File: src/hw/rtl/ppf_pkg.sv
`default_nettype none
// ----------------------------------------------------------------------------
// ppf_pkg: shared types and constants of the pedal plausibility filter
// Holds the payload structs, the sequencing control group, the register
// index codes and the fixed-point constants that all modules share.
// ----------------------------------------------------------------------------
package ppf_pkg;

   // Width of one raw ADC sample and of the calibration registers.
   localparam int ADC_BITS = 10;

   // Q1.15 fractions run 0..32768, so they need 16 bits.
   localparam int FRAC_BITS = 15;
   localparam int Q_W       = FRAC_BITS + 1;
   localparam logic [Q_W-1:0] ONE_Q15    = Q_W'(32768);
   localparam logic [Q_W-1:0] WEIGHT_MIN = Q_W'(328);

   // Serial step counts: one quotient bit or one multiplier bit per cycle.
   localparam int DIV_STEPS = FRAC_BITS;
   localparam int MUL_STEPS = Q_W;
   localparam int CNT_W     = $clog2(MUL_STEPS);

   // Accumulator of the filter sum; the sum never exceeds 2^30.
   localparam int ACC_W = 2 * FRAC_BITS + 1;

   // Configuration bus.
   localparam int CSR_DATA_W = 32;
   localparam int CSR_ADDR_W = 5;

   typedef enum logic [2:0] {
      REG_FIRST_MIN    = 3'd0,
      REG_FIRST_MAX    = 3'd1,
      REG_SECOND_MIN   = 3'd2,
      REG_SECOND_MAX   = 3'd3,
      REG_SECOND_PRES  = 3'd4,
      REG_SECOND_INV   = 3'd5,
      REG_MAX_DISAGREE = 3'd6,
      REG_SMOOTH_WT    = 3'd7
   } reg_idx_type;

   typedef struct packed {
      logic [ADC_BITS-1:0] first_raw;
      logic [ADC_BITS-1:0] second_raw;
   } req_type;

   typedef struct packed {
      logic [Q_W-1:0] throttle_fraction;
      logic           fault;
   } rsp_type;

   // Load captures new operands, step advances a serial unit by one bit.
   typedef struct packed {
      logic load;
      logic step;
   } seq_ctl_type;

endpackage

`default_nettype wire

File: src/hw/rtl/dual_sensor_pedal_plausibility_filter.sv
`default_nettype none
// ----------------------------------------------------------------------------
// dual_sensor_pedal_plausibility_filter: redundant pedal sensor check + EMA
// A new request is taken only while the sequencer is idle, after the 15-step
// serial dividers and the 16-step serial multiply-accumulate have run in
// turn for the previous one and its result has been committed.
// Reset (synchronous, active high) restores the register defaults, clears
// the filter level to zero and empties the result register.
// ----------------------------------------------------------------------------
//
// A request transfer loads both sample readings into two bit-serial
// dividers that normalize them against their calibration in parallel, one
// quotient bit per cycle. A combine step then applies the inversion of
// the second sensor, the plausibility check and the averaging, and loads
// the serial multiply-accumulate with the request, the clamped weight and
// the current filter level. After its sixteen steps the new level is
// committed to the state register and copied into the result register.
// If an earlier result is still waiting to be taken, the sequencer holds
// until that transfer happens. The request side is accepted again as soon
// as the sequencer is idle, even while the result register is occupied.
module dual_sensor_pedal_plausibility_filter
   import ppf_pkg::*;
(
   input  wire logic                  clock,
   input  wire logic                  reset,
   // Request channel
   input  wire logic                  req_valid,
   output logic                       req_stall,
   input  wire req_type               req_data,
   // Result channel
   output logic                       rsp_valid,
   input  wire logic                  rsp_stall,
   output rsp_type                    rsp_data,
   // Configuration port
   input  wire logic                  psel,
   input  wire logic                  penable,
   input  wire logic                  pwrite,
   input  wire logic [CSR_ADDR_W-1:0] paddr,
   input  wire logic [CSR_DATA_W-1:0] pwdata,
   output logic      [CSR_DATA_W-1:0] prdata,
   output logic                       pready
);

   typedef enum logic [4:0] {
      ST_IDLE    = 5'b00001,
      ST_DIVIDE  = 5'b00010,
      ST_COMBINE = 5'b00100,
      ST_MAC     = 5'b01000,
      ST_COMMIT  = 5'b10000
   } state_type;

   // Configuration registers.
   logic [ADC_BITS-1:0] first_min_ff, first_max_ff;
   logic [ADC_BITS-1:0] second_min_ff, second_max_ff;
   logic                second_present_ff, second_inverted_ff;
   logic [Q_W-1:0]      max_disagree_ff, smooth_weight_ff;

   state_type           state_ff, state_in;
   logic [CNT_W-1:0]    cnt_ff, cnt_in;
   logic [Q_W-1:0]      level_ff, level_in;
   logic                fault_ff, fault_in;
   logic                rsp_valid_ff, rsp_valid_in;
   rsp_type             rsp_data_ff, rsp_data_in;

   seq_ctl_type         div_ctl, mac_ctl;
   logic [Q_W-1:0]      q_first, q_second, q_second_adj;
   logic [Q_W-1:0]      diff, request, mac_result;
   logic [Q_W:0]        pair_sum;
   logic                disagree;
   logic                req_xfer, rsp_xfer, csr_write, rsp_free;
   reg_idx_type         csr_idx;

   // -------------------------------------------------------------------------
   // Configuration port. Writes complete in the access phase; pready is tied
   // high so there are never wait states.
   // -------------------------------------------------------------------------
   assign pready    = 1'b1;
   assign csr_write = psel && penable && pwrite && pready;
   assign csr_idx   = reg_idx_type'(paddr[CSR_ADDR_W-1:2]);

   always_ff @(posedge clock) begin
      if (reset) begin
         first_min_ff       <= '0;
         first_max_ff       <= '1;
         second_min_ff      <= '0;
         second_max_ff      <= '1;
         second_present_ff  <= 1'b0;
         second_inverted_ff <= 1'b0;
         max_disagree_ff    <= Q_W'(3277);
         smooth_weight_ff   <= ONE_Q15;
      end else if (csr_write) begin
         unique case (csr_idx)
            REG_FIRST_MIN:    first_min_ff       <= pwdata[ADC_BITS-1:0];
            REG_FIRST_MAX:    first_max_ff       <= pwdata[ADC_BITS-1:0];
            REG_SECOND_MIN:   second_min_ff      <= pwdata[ADC_BITS-1:0];
            REG_SECOND_MAX:   second_max_ff      <= pwdata[ADC_BITS-1:0];
            REG_SECOND_PRES:  second_present_ff  <= pwdata[0];
            REG_SECOND_INV:   second_inverted_ff <= pwdata[0];
            REG_MAX_DISAGREE: max_disagree_ff    <= pwdata[Q_W-1:0];
            REG_SMOOTH_WT:    smooth_weight_ff   <= pwdata[Q_W-1:0];
            default: ;
         endcase
      end
   end

   // Read data is the register value, zero extended to the bus width.
   always_comb begin
      unique case (csr_idx)
         REG_FIRST_MIN:    prdata = CSR_DATA_W'(first_min_ff);
         REG_FIRST_MAX:    prdata = CSR_DATA_W'(first_max_ff);
         REG_SECOND_MIN:   prdata = CSR_DATA_W'(second_min_ff);
         REG_SECOND_MAX:   prdata = CSR_DATA_W'(second_max_ff);
         REG_SECOND_PRES:  prdata = CSR_DATA_W'(second_present_ff);
         REG_SECOND_INV:   prdata = CSR_DATA_W'(second_inverted_ff);
         REG_MAX_DISAGREE: prdata = CSR_DATA_W'(max_disagree_ff);
         REG_SMOOTH_WT:    prdata = CSR_DATA_W'(smooth_weight_ff);
         default:          prdata = '0;
      endcase
   end

   // -------------------------------------------------------------------------
   // Serial datapath units.
   // -------------------------------------------------------------------------
   assign div_ctl.load = req_xfer;
   assign div_ctl.step = state_ff == ST_DIVIDE;
   assign mac_ctl.load = state_ff == ST_COMBINE;
   assign mac_ctl.step = state_ff == ST_MAC;

   ppf_div u_div_first (
      .clock    (clock),
      .ctl      (div_ctl),
      .raw      (req_data.first_raw),
      .lo       (first_min_ff),
      .hi       (first_max_ff),
      .quotient (q_first)
   );

   ppf_div u_div_second (
      .clock    (clock),
      .ctl      (div_ctl),
      .raw      (req_data.second_raw),
      .lo       (second_min_ff),
      .hi       (second_max_ff),
      .quotient (q_second)
   );

   // Combine step: an inverted second sensor reads 1.0 minus its fraction.
   // The sensors disagree when the absolute difference is strictly above the
   // limit; then the request drops to zero, otherwise it is the mean. With
   // the second sensor absent the first fraction is used alone.
   always_comb begin
      q_second_adj = second_inverted_ff ? ONE_Q15 - q_second : q_second;
      diff         = (q_first > q_second_adj) ? q_first - q_second_adj
                                              : q_second_adj - q_first;
      pair_sum     = {1'b0, q_first} + {1'b0, q_second_adj};
      disagree     = second_present_ff && (diff > max_disagree_ff);
      if (!second_present_ff) begin
         request = q_first;
      end else if (disagree) begin
         request = '0;
      end else begin
         request = pair_sum[Q_W:1];
      end
   end

   ppf_mac u_mac (
      .clock   (clock),
      .ctl     (mac_ctl),
      .weight  (smooth_weight_ff),
      .request (request),
      .level   (level_ff),
      .result  (mac_result)
   );

   // -------------------------------------------------------------------------
   // Sequencer and result register.
   // -------------------------------------------------------------------------
   assign req_stall = state_ff != ST_IDLE;
   assign req_xfer  = req_valid && !req_stall;
   assign rsp_xfer  = rsp_valid_ff && !rsp_stall;
   assign rsp_free  = !rsp_valid_ff || !rsp_stall;

   always_comb begin
      state_in     = state_ff;
      cnt_in       = cnt_ff;
      level_in     = level_ff;
      fault_in     = fault_ff;
      rsp_valid_in = rsp_xfer ? 1'b0 : rsp_valid_ff;
      rsp_data_in  = rsp_data_ff;
      unique case (state_ff)
         ST_IDLE: begin
            if (req_xfer) begin
               state_in = ST_DIVIDE;
               cnt_in   = CNT_W'(DIV_STEPS - 1);
            end
         end
         ST_DIVIDE: begin
            cnt_in = cnt_ff - 1'b1;
            if (cnt_ff == '0) begin
               state_in = ST_COMBINE;
            end
         end
         ST_COMBINE: begin
            fault_in = disagree;
            state_in = ST_MAC;
            cnt_in   = CNT_W'(MUL_STEPS - 1);
         end
         ST_MAC: begin
            cnt_in = cnt_ff - 1'b1;
            if (cnt_ff == '0) begin
               state_in = ST_COMMIT;
            end
         end
         ST_COMMIT: begin
            if (rsp_free) begin
               level_in                      = mac_result;
               rsp_valid_in                  = 1'b1;
               rsp_data_in.throttle_fraction = mac_result;
               rsp_data_in.fault             = fault_ff;
               state_in                      = ST_IDLE;
            end
         end
         default: begin
            state_in = ST_IDLE;
         end
      endcase
   end

   always_ff @(posedge clock) begin
      if (reset) begin
         state_ff     <= ST_IDLE;
         cnt_ff       <= '0;
         level_ff     <= '0;
         rsp_valid_ff <= 1'b0;
      end else begin
         state_ff     <= state_in;
         cnt_ff       <= cnt_in;
         level_ff     <= level_in;
         rsp_valid_ff <= rsp_valid_in;
      end
   end

   always_ff @(posedge clock) begin
      fault_ff    <= fault_in;
      rsp_data_ff <= rsp_data_in;
   end

   assign rsp_valid = rsp_valid_ff;
   assign rsp_data  = rsp_data_ff;

endmodule

`default_nettype wire

File: src/hw/rtl/ppf_div.sv
`default_nettype none
// ----------------------------------------------------------------------------
// ppf_div: bit-serial normalizing divider
// Computes ((raw - lo) << 15) / (hi - lo) one quotient bit per step, with
// the clamp to 0..32768 and the degenerate calibration case folded in.
// ----------------------------------------------------------------------------
module ppf_div
   import ppf_pkg::*;
(
   input  wire logic                clock,
   input  wire seq_ctl_type         ctl,
   input  wire logic [ADC_BITS-1:0] raw,
   input  wire logic [ADC_BITS-1:0] lo,
   input  wire logic [ADC_BITS-1:0] hi,
   output logic      [Q_W-1:0]      quotient
);

   logic [ADC_BITS-1:0]  rem_ff, rem_in;
   logic [ADC_BITS-1:0]  den_ff, den_in;
   logic [FRAC_BITS-1:0] q_ff, q_in;
   logic                 zero_ff, zero_in;
   logic                 full_ff, full_in;
   logic [ADC_BITS:0]    rem_dbl;
   logic                 fits;

   // When raw >= hi and hi > lo the true quotient is at least 1.0 and clamps there;
   // otherwise raw - lo < hi - lo and the remainder stays below the divisor.
   always_comb begin
      rem_dbl = {rem_ff, 1'b0};
      fits    = rem_dbl >= {1'b0, den_ff};
      rem_in  = rem_ff;
      den_in  = den_ff;
      q_in    = q_ff;
      zero_in = zero_ff;
      full_in = full_ff;
      if (ctl.load) begin
         rem_in  = raw - lo;
         den_in  = hi - lo;
         q_in    = '0;
         zero_in = (hi <= lo) || (raw <= lo);
         full_in = raw >= hi;
      end else if (ctl.step) begin
         rem_in = fits ? ADC_BITS'(rem_dbl - {1'b0, den_ff}) : rem_dbl[ADC_BITS-1:0];
         q_in   = {q_ff[FRAC_BITS-2:0], fits};
      end
   end

   always_ff @(posedge clock) begin
      rem_ff  <= rem_in;
      den_ff  <= den_in;
      q_ff    <= q_in;
      zero_ff <= zero_in;
      full_ff <= full_in;
   end

   always_comb begin
      if (zero_ff) begin
         quotient = '0;
      end else if (full_ff) begin
         quotient = ONE_Q15;
      end else begin
         quotient = {1'b0, q_ff};
      end
   end

endmodule

`default_nettype wire

File: src/hw/rtl/ppf_mac.sv
`default_nettype none
// ----------------------------------------------------------------------------
// ppf_mac: bit-serial filter multiply-accumulate
// Forms a*req + (32768-a)*level one multiplier bit per step, most
// significant bit first, and returns the sum shifted down by 15.
// ----------------------------------------------------------------------------
module ppf_mac
   import ppf_pkg::*;
(
   input  wire logic           clock,
   input  wire seq_ctl_type    ctl,
   input  wire logic [Q_W-1:0] weight,
   input  wire logic [Q_W-1:0] request,
   input  wire logic [Q_W-1:0] level,
   output logic      [Q_W-1:0] result
);

   logic [Q_W-1:0]   wa_ff, wa_in;
   logic [Q_W-1:0]   wb_ff, wb_in;
   logic [Q_W-1:0]   req_sr_ff, req_sr_in;
   logic [Q_W-1:0]   lev_sr_ff, lev_sr_in;
   logic [ACC_W-1:0] acc_ff, acc_in;
   logic [Q_W-1:0]   wclamp;
   logic [Q_W-1:0]   addend;

   always_comb begin
      if (weight < WEIGHT_MIN) begin
         wclamp = WEIGHT_MIN;
      end else if (weight > ONE_Q15) begin
         wclamp = ONE_Q15;
      end else begin
         wclamp = weight;
      end
   end

   // Both bits set contributes a + (32768 - a), which is 32768 exactly.
   always_comb begin
      case ({req_sr_ff[Q_W-1], lev_sr_ff[Q_W-1]})
         2'b10:   addend = wa_ff;
         2'b01:   addend = wb_ff;
         2'b11:   addend = ONE_Q15;
         default: addend = '0;
      endcase
   end

   always_comb begin
      wa_in     = wa_ff;
      wb_in     = wb_ff;
      req_sr_in = req_sr_ff;
      lev_sr_in = lev_sr_ff;
      acc_in    = acc_ff;
      if (ctl.load) begin
         wa_in     = wclamp;
         wb_in     = ONE_Q15 - wclamp;
         req_sr_in = request;
         lev_sr_in = level;
         acc_in    = '0;
      end else if (ctl.step) begin
         req_sr_in = {req_sr_ff[Q_W-2:0], 1'b0};
         lev_sr_in = {lev_sr_ff[Q_W-2:0], 1'b0};
         acc_in    = {acc_ff[ACC_W-2:0], 1'b0} + ACC_W'(addend);
      end
   end

   always_ff @(posedge clock) begin
      wa_ff     <= wa_in;
      wb_ff     <= wb_in;
      req_sr_ff <= req_sr_in;
      lev_sr_ff <= lev_sr_in;
      acc_ff    <= acc_in;
   end

   assign result = acc_ff[ACC_W-1:FRAC_BITS];

endmodule

`default_nettype wire

File: config.mk
export PLATFORM = sky130hd
export DESIGN_NAME = dual_sensor_pedal_plausibility_filter
export DESIGN_NICKNAME = d
export VERILOG_FILES = /design/src/hw/rtl/ppf_pkg.sv /design/src/hw/rtl/dual_sensor_pedal_plausibility_filter.sv /design/src/hw/rtl/ppf_div.sv /design/src/hw/rtl/ppf_mac.sv
export SDC_FILE = /design/constraint.sdc
export NUM_CORES = 1
export LEC_CHECK = 0
export BUFFER_PORTS_ARGS = -buffer_cell sky130_fd_sc_hd__buf_2
export CAP_MARGIN = 10
export CORE_AREA = 2 2 317 162
export CTS_CLUSTER_DIAMETER = 100
export DETAILED_ROUTE_END_ITERATION = 8
export DIE_AREA = 0 0 319 164
export PLACE_DENSITY = 0.64
export SLEW_MARGIN = 20
export SYNTH_ARGS = -nofsm -noshare
export SYNTH_HDL_FRONTEND = slang
export SYNTH_HIERARCHICAL = 1
export SYNTH_SLANG_ARGS = --single-unit
export TNS_END_PERCENT = 100
File: constraint.sdc
create_clock -name clock -period 7.42 [get_ports clock]
set_input_delay 0.371 -clock clock [delete_from_list [all_inputs] [get_ports clock]]
set_output_delay 0.371 -clock clock [all_outputs]
set_load 0.05 [all_outputs]
Word-level counts from Yosys, hierarchy flattened. Cells that the tools add are included.

Bits in registers: 287. Output and inout bits: 52. Logic and storage cells: 135.

Add/subtract/negate cells: 13. $lt $le $gt $ge: 12. Equality and inequality tests: 20. Multiplexer cells: 32. Reductions and logical operators: 28.

Operators with widths (count): $pmux W32 S8 (1); $mux W16 (14); $mux W10 (6); $sub A10 B10 Y10 (6); $pmux W16 S3 (1); $le A10 B10 Y1 (4); $gt A16 B16 Y1 (2); $sub A16 B16 Y16 (2); $sub A16 B16 Y16 const A (2); $add A31 B16 Y31 (1); $pmux W5 S5 (1); $ge A11 B10 Y1 (2); $ge A10 B10 Y1 (2); $mux W5 (4); $reduce_and A2 Y1 (10); $add A16 B16 Y17 (1); $gt A16 B16 Y1 const B (1); $lt A16 B9 Y1 const B (1); $eq A3 B3 Y1 const B (4); $pmux W4 S3 (1); $eq A3 B2 Y1 const B (2); $eq A5 B1 Y1 const B (1); $eq A5 B2 Y1 const B (1); $eq A5 B3 Y1 const B (1); other kinds (20) (34).

Logic depth before layout (Yosys ltp).
Word-level depth: 11. Gate-level depth with buffers: 26.

Hierarchy. Netlist, hierarchy kept.

Modules (own cells, without submodules): dual_sensor_pedal_plausibility_filter (instances 1, cells an instance 992, area each 8151.6 µm², seq. area each 2542.4 µm²); ppf_div (instances 2, cells an instance 344, area each 3126.7 µm², seq. area each 960.9 µm²); ppf_mac (instances 1, cells an instance 501, area each 5260.0 µm², seq. area each 2512.4 µm²).

Least setup slack after synthesis. No wires, ideal clock.

Kind: flip-flop to flip-flop. Start point: register u_div_second.zero_ff. End point: register u_mac.req_sr_ff[13] (data pin). Library setup time: 0.260 ns. Data arrival time: 5.442 ns. Required time: 7.160 ns. Path slack: 1.718 ns. Cell stages (with the launch flop): 26. Path buffers: 2. Cells stage by stage: edfxtp_1 nor2_1 clkbuf_1 and2_1 nor4_1 nand3b_1 o41ai_1 xnor2_1 ha_1 buf_4 nand4_1 or4_1 mux2i_1 a21oi_1 a2111oi_2 a21oi_1 xor2_1 ha_1 nand4_1 nor3_1 a21boi_0 nor4b_1 a21oi_1 nand2b_1 o22ai_1 mux2_2.

Word-level cells in the longest chain between the ends: 10. Elaborated cells between the ends (all ways): 13. Classes of those cells: 4 x add/sub; 2 x order compare; 6 x mux; 1 x reduce/logical.

RTL lines: start, declared (RTL line ppf_div.sv:21) `logic zero_ff, zero_in;`; start signal, assigned (RTL line ppf_div.sv:52) `zero_ff <= zero_in;`; $mux W16 (*) (RTL line ppf_div.sv:57) `if (zero_ff) begin`; net q_second[5] (RTL line dual_sensor_pedal_plausibility_filter.sv:66) `logic [Q_W-1:0] q_first, q_second, q_second_adj;`; $sub A16 B16 Y16 (RTL line dual_sensor_pedal_plausibility_filter.sv:152) `q_second_adj = second_inverted_ff ? ONE_Q15 - q_second : q_second;`; $mux W16 (*) (RTL line dual_sensor_pedal_plausibility_filter.sv:152); $sub A16 B16 Y16 (tied with other cells) (RTL line dual_sensor_pedal_plausibility_filter.sv:154) `: q_second_adj - q_first;`; $mux W16 (RTL line dual_sensor_pedal_plausibility_filter.sv:153) `diff = (q_first > q_second_adj) ? q_first - q_second_adj`; $gt A16 B16 Y1 (RTL line dual_sensor_pedal_plausibility_filter.sv:156) `disagree = second_present_ff && (diff > max_disagree_ff);`; $logic_and A1 B1 Y1 (RTL line dual_sensor_pedal_plausibility_filter.sv:156); $mux W16 (*) (RTL line dual_sensor_pedal_plausibility_filter.sv:159) `end else if (disagree) begin`; $mux W16 (*) (RTL line dual_sensor_pedal_plausibility_filter.sv:157) `if (!second_present_ff) begin`; net request[13] (RTL line dual_sensor_pedal_plausibility_filter.sv:67) `logic [Q_W-1:0] diff, request, mac_result;`; $mux W16 (*) (RTL line ppf_mac.sv:52) `if (ctl.load) begin`; net u_mac.req_sr_in[13] (RTL line ppf_mac.sv:20) `logic [Q_W-1:0] req_sr_ff, req_sr_in;`; end signal, assigned (RTL line ppf_mac.sv:68) `req_sr_ff <= req_sr_in;`; end, declared (RTL line ppf_mac.sv:20).

The timed path passes the listed nets; every way through them passes the cells marked *. A chain may end at the register's enable or synchronous reset.

Worst setup path after layout.
Start point: register u_div_second.zero_ff. End point: register u_mac.req_sr_ff[11] (data pin).

Same word-level chain as after synthesis.

==> impl_metrics.py <==
metrics = {
    "yosys": {
        "ys_async_sr_fraction_pct": 0,
        "syn_area_sq_um": 19700,
        "synthXorXnorAreaFrac_pct": 4.05,
        "synth_edf_count": 125,
        "syn_area_per_cell_sq_um": 9.02,
        "synth_simple_gate_area_share_pct": 17.1,
        "ys.flop_type": "dfxtp_1",
        "synth-seq-cells": 286,
        "synthAdderAreaFrac_pct": 11.4,
        "netlist_instances": 2181,
        "yosysWarnings": 6,
        "synth_compound_area_share_pct": 18.4,
        "synthMuxAreaShare_pct": 7.09,
        "synth_top_family_by_area": "compound AO/OA/AOI/OAI gates",
        "netlist-cell-type-count": 92,
        "yosysSeqAreaShare_pct": 35.5,
    },
    "clock_network": {
        "cts_setup_buffers": 0,
        "clkTransAtPathRegs_ps": 70,
        "htreeDepth": 1,
        "clk-insertion-delay-late_ps": 580,
        "cts.sinks": 286,
        "cts_buffer_depth": 3,
        "cts_root_buf": "clkbuf_16",
        "cts_tree": "yes",
        "cts_buffers": 29,
    },
    "cells_and_area": {
        "layout-drive-gt1-share_pct": 11.3,
        "finalCoreUtilization_pct": 43.6,
        "fin_nets": 2444,
        "insertedDiodeCount": 0,
        "syn2layout_area_growth_pct": 10.0,
        "stdcell_count": 2890,
    },
    "power": {
        "clkPwrFrac_pct": 41.6,
        "power.density_nw_per_um2": 184,
        "p_switching_mw": 1.08,
        "p_comb_share_pct": 15.1,
        "seq_power_share_pct": 43.3,
        "peakVddDrop_uv": 179,
        "leakage_nw": 8.57,
        "p_int_mw": 2.90,
        "p_sw_share_pct": 27.2,
    },
    "global_routing": {
        "grt_max_degree": 91,
        "first_global_vias": 15044,
        "gr-usage-all-layers_pct": 21.0,
        "grt_pass1_wl_um": 86800,
        "antenna_found_initial": 0,
        "grt_overflow": 0,
    },
    "drt": {
        "drc": 0,
        "drt_first_pass_iters": 5,
        "drtAntennaViolNets": 0,
        "post_drt_via_cell_ratio": 5.63,
        "wire_per_inst_um": 19.5,
        "routed_wl_um": 56200,
        "drtIter0Drc": 1545,
        "vias": 16267,
    },
    "timing": {
        "skew_ps": 17.2,
        "final.setup.worst_slack_ps": 643,
        "fin_crit_sh_pct": 91.3,
        "timing.hold.ws_ps": 46.2,
        "fmax_mhz": 148,
        "hold_viol": 0,
        "fin_crit_ps": 6780,
        "fin_setup_tns_ps": 0,
        "rsz0062_at_grt": "false",
        "max-slew-margin-rel_pct": 26.4,
        "setup_viol": 0,
        "worst_slew_pin_slew_ps": 1100,
        "report.final.slew_viol_count": 0,
    },
    "place": {
        "dp_cells": 2835,
        "port_buffers": 80,
        "pre_cts_ws_ps": 699,
        "gp_congestion": 0.940,
        "hpwl_um": 42900,
    },
    "die": {
        "die_w_um": 319,
        "row_count": 58,
        "ios": 116,
        "die_h_um": 164,
        "core-area_sq_um": 49600,
        "start_util_pct": 39.6,
        "die_area_sq_um": 52300,
    },
    "setup_path": {
        "start_kind": "flip-flop",
        "crit_arrival_ps": 7100,
        "crit_path_max_fanout": 15,
        "criticalPathCategory": "flip-flop to flip-flop",
        "end_kind": "flip-flop",
        "crit_required_ps": 7740,
    },
    "job": {
        "max-cap-violations": 0,
    },
    "status": {
        "status": "complete, no violations",
    },
    "hold_path": {
        "hp-class": "input port to flip-flop",
    },
}
-- cell families (layout without fill, tap and decap cells) --
| logic type | Yosys count | after routing |
|---|---|---|
| compound gates | 534 | 534 |
| xor+xnor | 91 | 91 |
| fa+ha+maj | 173 | 173 |
| buf+inv | 292 | 326 |
| flops | 286 | 286 |
| mux | 134 | 134 |
| other cells | 3 | 18 |
| simple gates | 668 | 668 |
-- final timing paths --
kind,from,endpoint,slack (ps),depth (start not counted)
worst max-delay path,u_div_second/zero_ff,u_mac/req_sr_ff[11],640,26
worst min-delay path,pwdata[10],max_disagree_ff[10],50,2
worst min register to register,level_ff[13],level_ff[13],450,2
worst max register to register,u_div_second/zero_ff,u_mac/req_sr_ff[11],640,26
-- flip-flops by register name, summed over array words and instances (netlist names), 15 cells and up --
name and count:
level_ff 16, max_disagree_ff 16, rsp_data 17, smooth_weight_ff 16, u_div_first/q_ff 15, u_div_second/q_ff 15
u_mac/acc_ff 31, u_mac/lev_sr_ff 16, u_mac/req_sr_ff 16, u_mac/wa_ff 16, u_mac/wb_ff 15
-- power groups by stage --
stage	Sequential [mW]	Combinational (mW)	Clock [mW]
floorplan	1.75	0.431	0
global placement	1.76	0.573	0
detailed placement	1.76	0.588	0
CTS	1.73	0.591	1.69
global route	1.73	0.652	1.75
finish	1.73	0.602	1.66
-- Yosys cell counts (25+ instances only) --
cell        n  area share [%]
ha_1      163              10
nor2_1    156             3.0
clkbuf_1   69             1.3
dfxtp_1   161              16
mux2i_1    92             4.7
mux2_2     42             2.4
nor2b_1    52             1.7
buf_4      36             1.4
a21o_1     27             1.0
a21oi_1   169             4.3
xnor2_1    64             2.9
edfxtp_1  125              19
nand2_1   174             3.3
a211o_1    31             1.4
xor2_1     27             1.2
nor3_1     38            0.97
inv_1     159             3.0
nand3_1    40             1.0
and2_1     47             1.5
nand2b_1   40             1.3
o21ai_0    69             1.8
nand4_1    25            0.80
-- placed cells by master, fill, tap and decap left out, drive strengths merged, types with 10 or more instances in the layout --
cell type,Yosys,routed
nand2,174,174
a21oi,174,174
ha,163,163
inv,159,162
dfxtp,161,161
nor2,158,158
edfxtp,125,125
buf,63,111
mux2i,92,92
o21ai,89,89
xnor2,64,64
nor2b,53,53
and2,48,48
mux2,42,42
nand2b,40,40
nand3,40,40
nor3,38,38
clkbuf,69,34
a211o,31,31
a21o,27,27
xor2,27,27
a211oi,26,26
nand4,25,25
or3,23,23
o211ai,20,20
a22o,19,19
conb,3,18
o22ai,15,15
a22oi,14,14
o31ai,14,14
or2,13,13
o21a,13,13
nand3b,10,10
fa,10,10
nor4b,10,10
-- area by class of cell --
class	count	area [sq um]
fillers	4847	28000
multi-input cells	1618	11500
flip-flops and latches	286	6980
well taps	660	826
clock buffers	34	774
repair buffers	112	658
inverters	160	602
clock inverters	20	284
-- through the flow --
step | power (mW) | area [sq um]
3_5_place_dp | 2.35 | 20600
3_3_place_gp | 2.33 | 20600
4_1_cts | 4.01 | 21600
6_report | 3.99 | 21600
5_1_grt | 4.14 | 21600
2_1_floorplan | 2.18 | 19700
-- what timing repair did --
| action | in CTS | in global routing |
|---|---|---|
| setup endpoints to repair | 0 | 8 |
| hold buffers | 1 | 0 |
| resized for setup | 0 | 1 |
| endpoints found under the hold margin | 1 | 0 |
-- per-layer routing --
layer  wire length, um  global-route usage (%)  up-vias
li1                  -                       -     7827
met1             29600                    34.2     7806
met2             21100                    27.6      575
met3              4590                    4.24       59
met4               897                    3.84        0
met5                 0                       0        -
-- critical path, cell delays in order (launching register included) --
cell       delay, ps
edfxtp_1         400
nor2_2           400
and2_1           290
inv_1             90
ha_1             260
nand3b_1         130
o21ai_0          110
xnor2_1          430
ha_1             420
nand4_1          290
or4_1            680
mux2i_1          190
a21oi_2          110
a2111oi_2        340
a21oi_1           90
xor2_1           170
ha_1             340
nand4_1          160
nor3_1           330
a21boi_0         260
nor4b_1           90
a21oi_1          130
buf_4            180
nand2b_1         150
buf_4            150
o22ai_2           70
mux2_2           270
No activity file was read; power rests on OpenSTA's default activity.
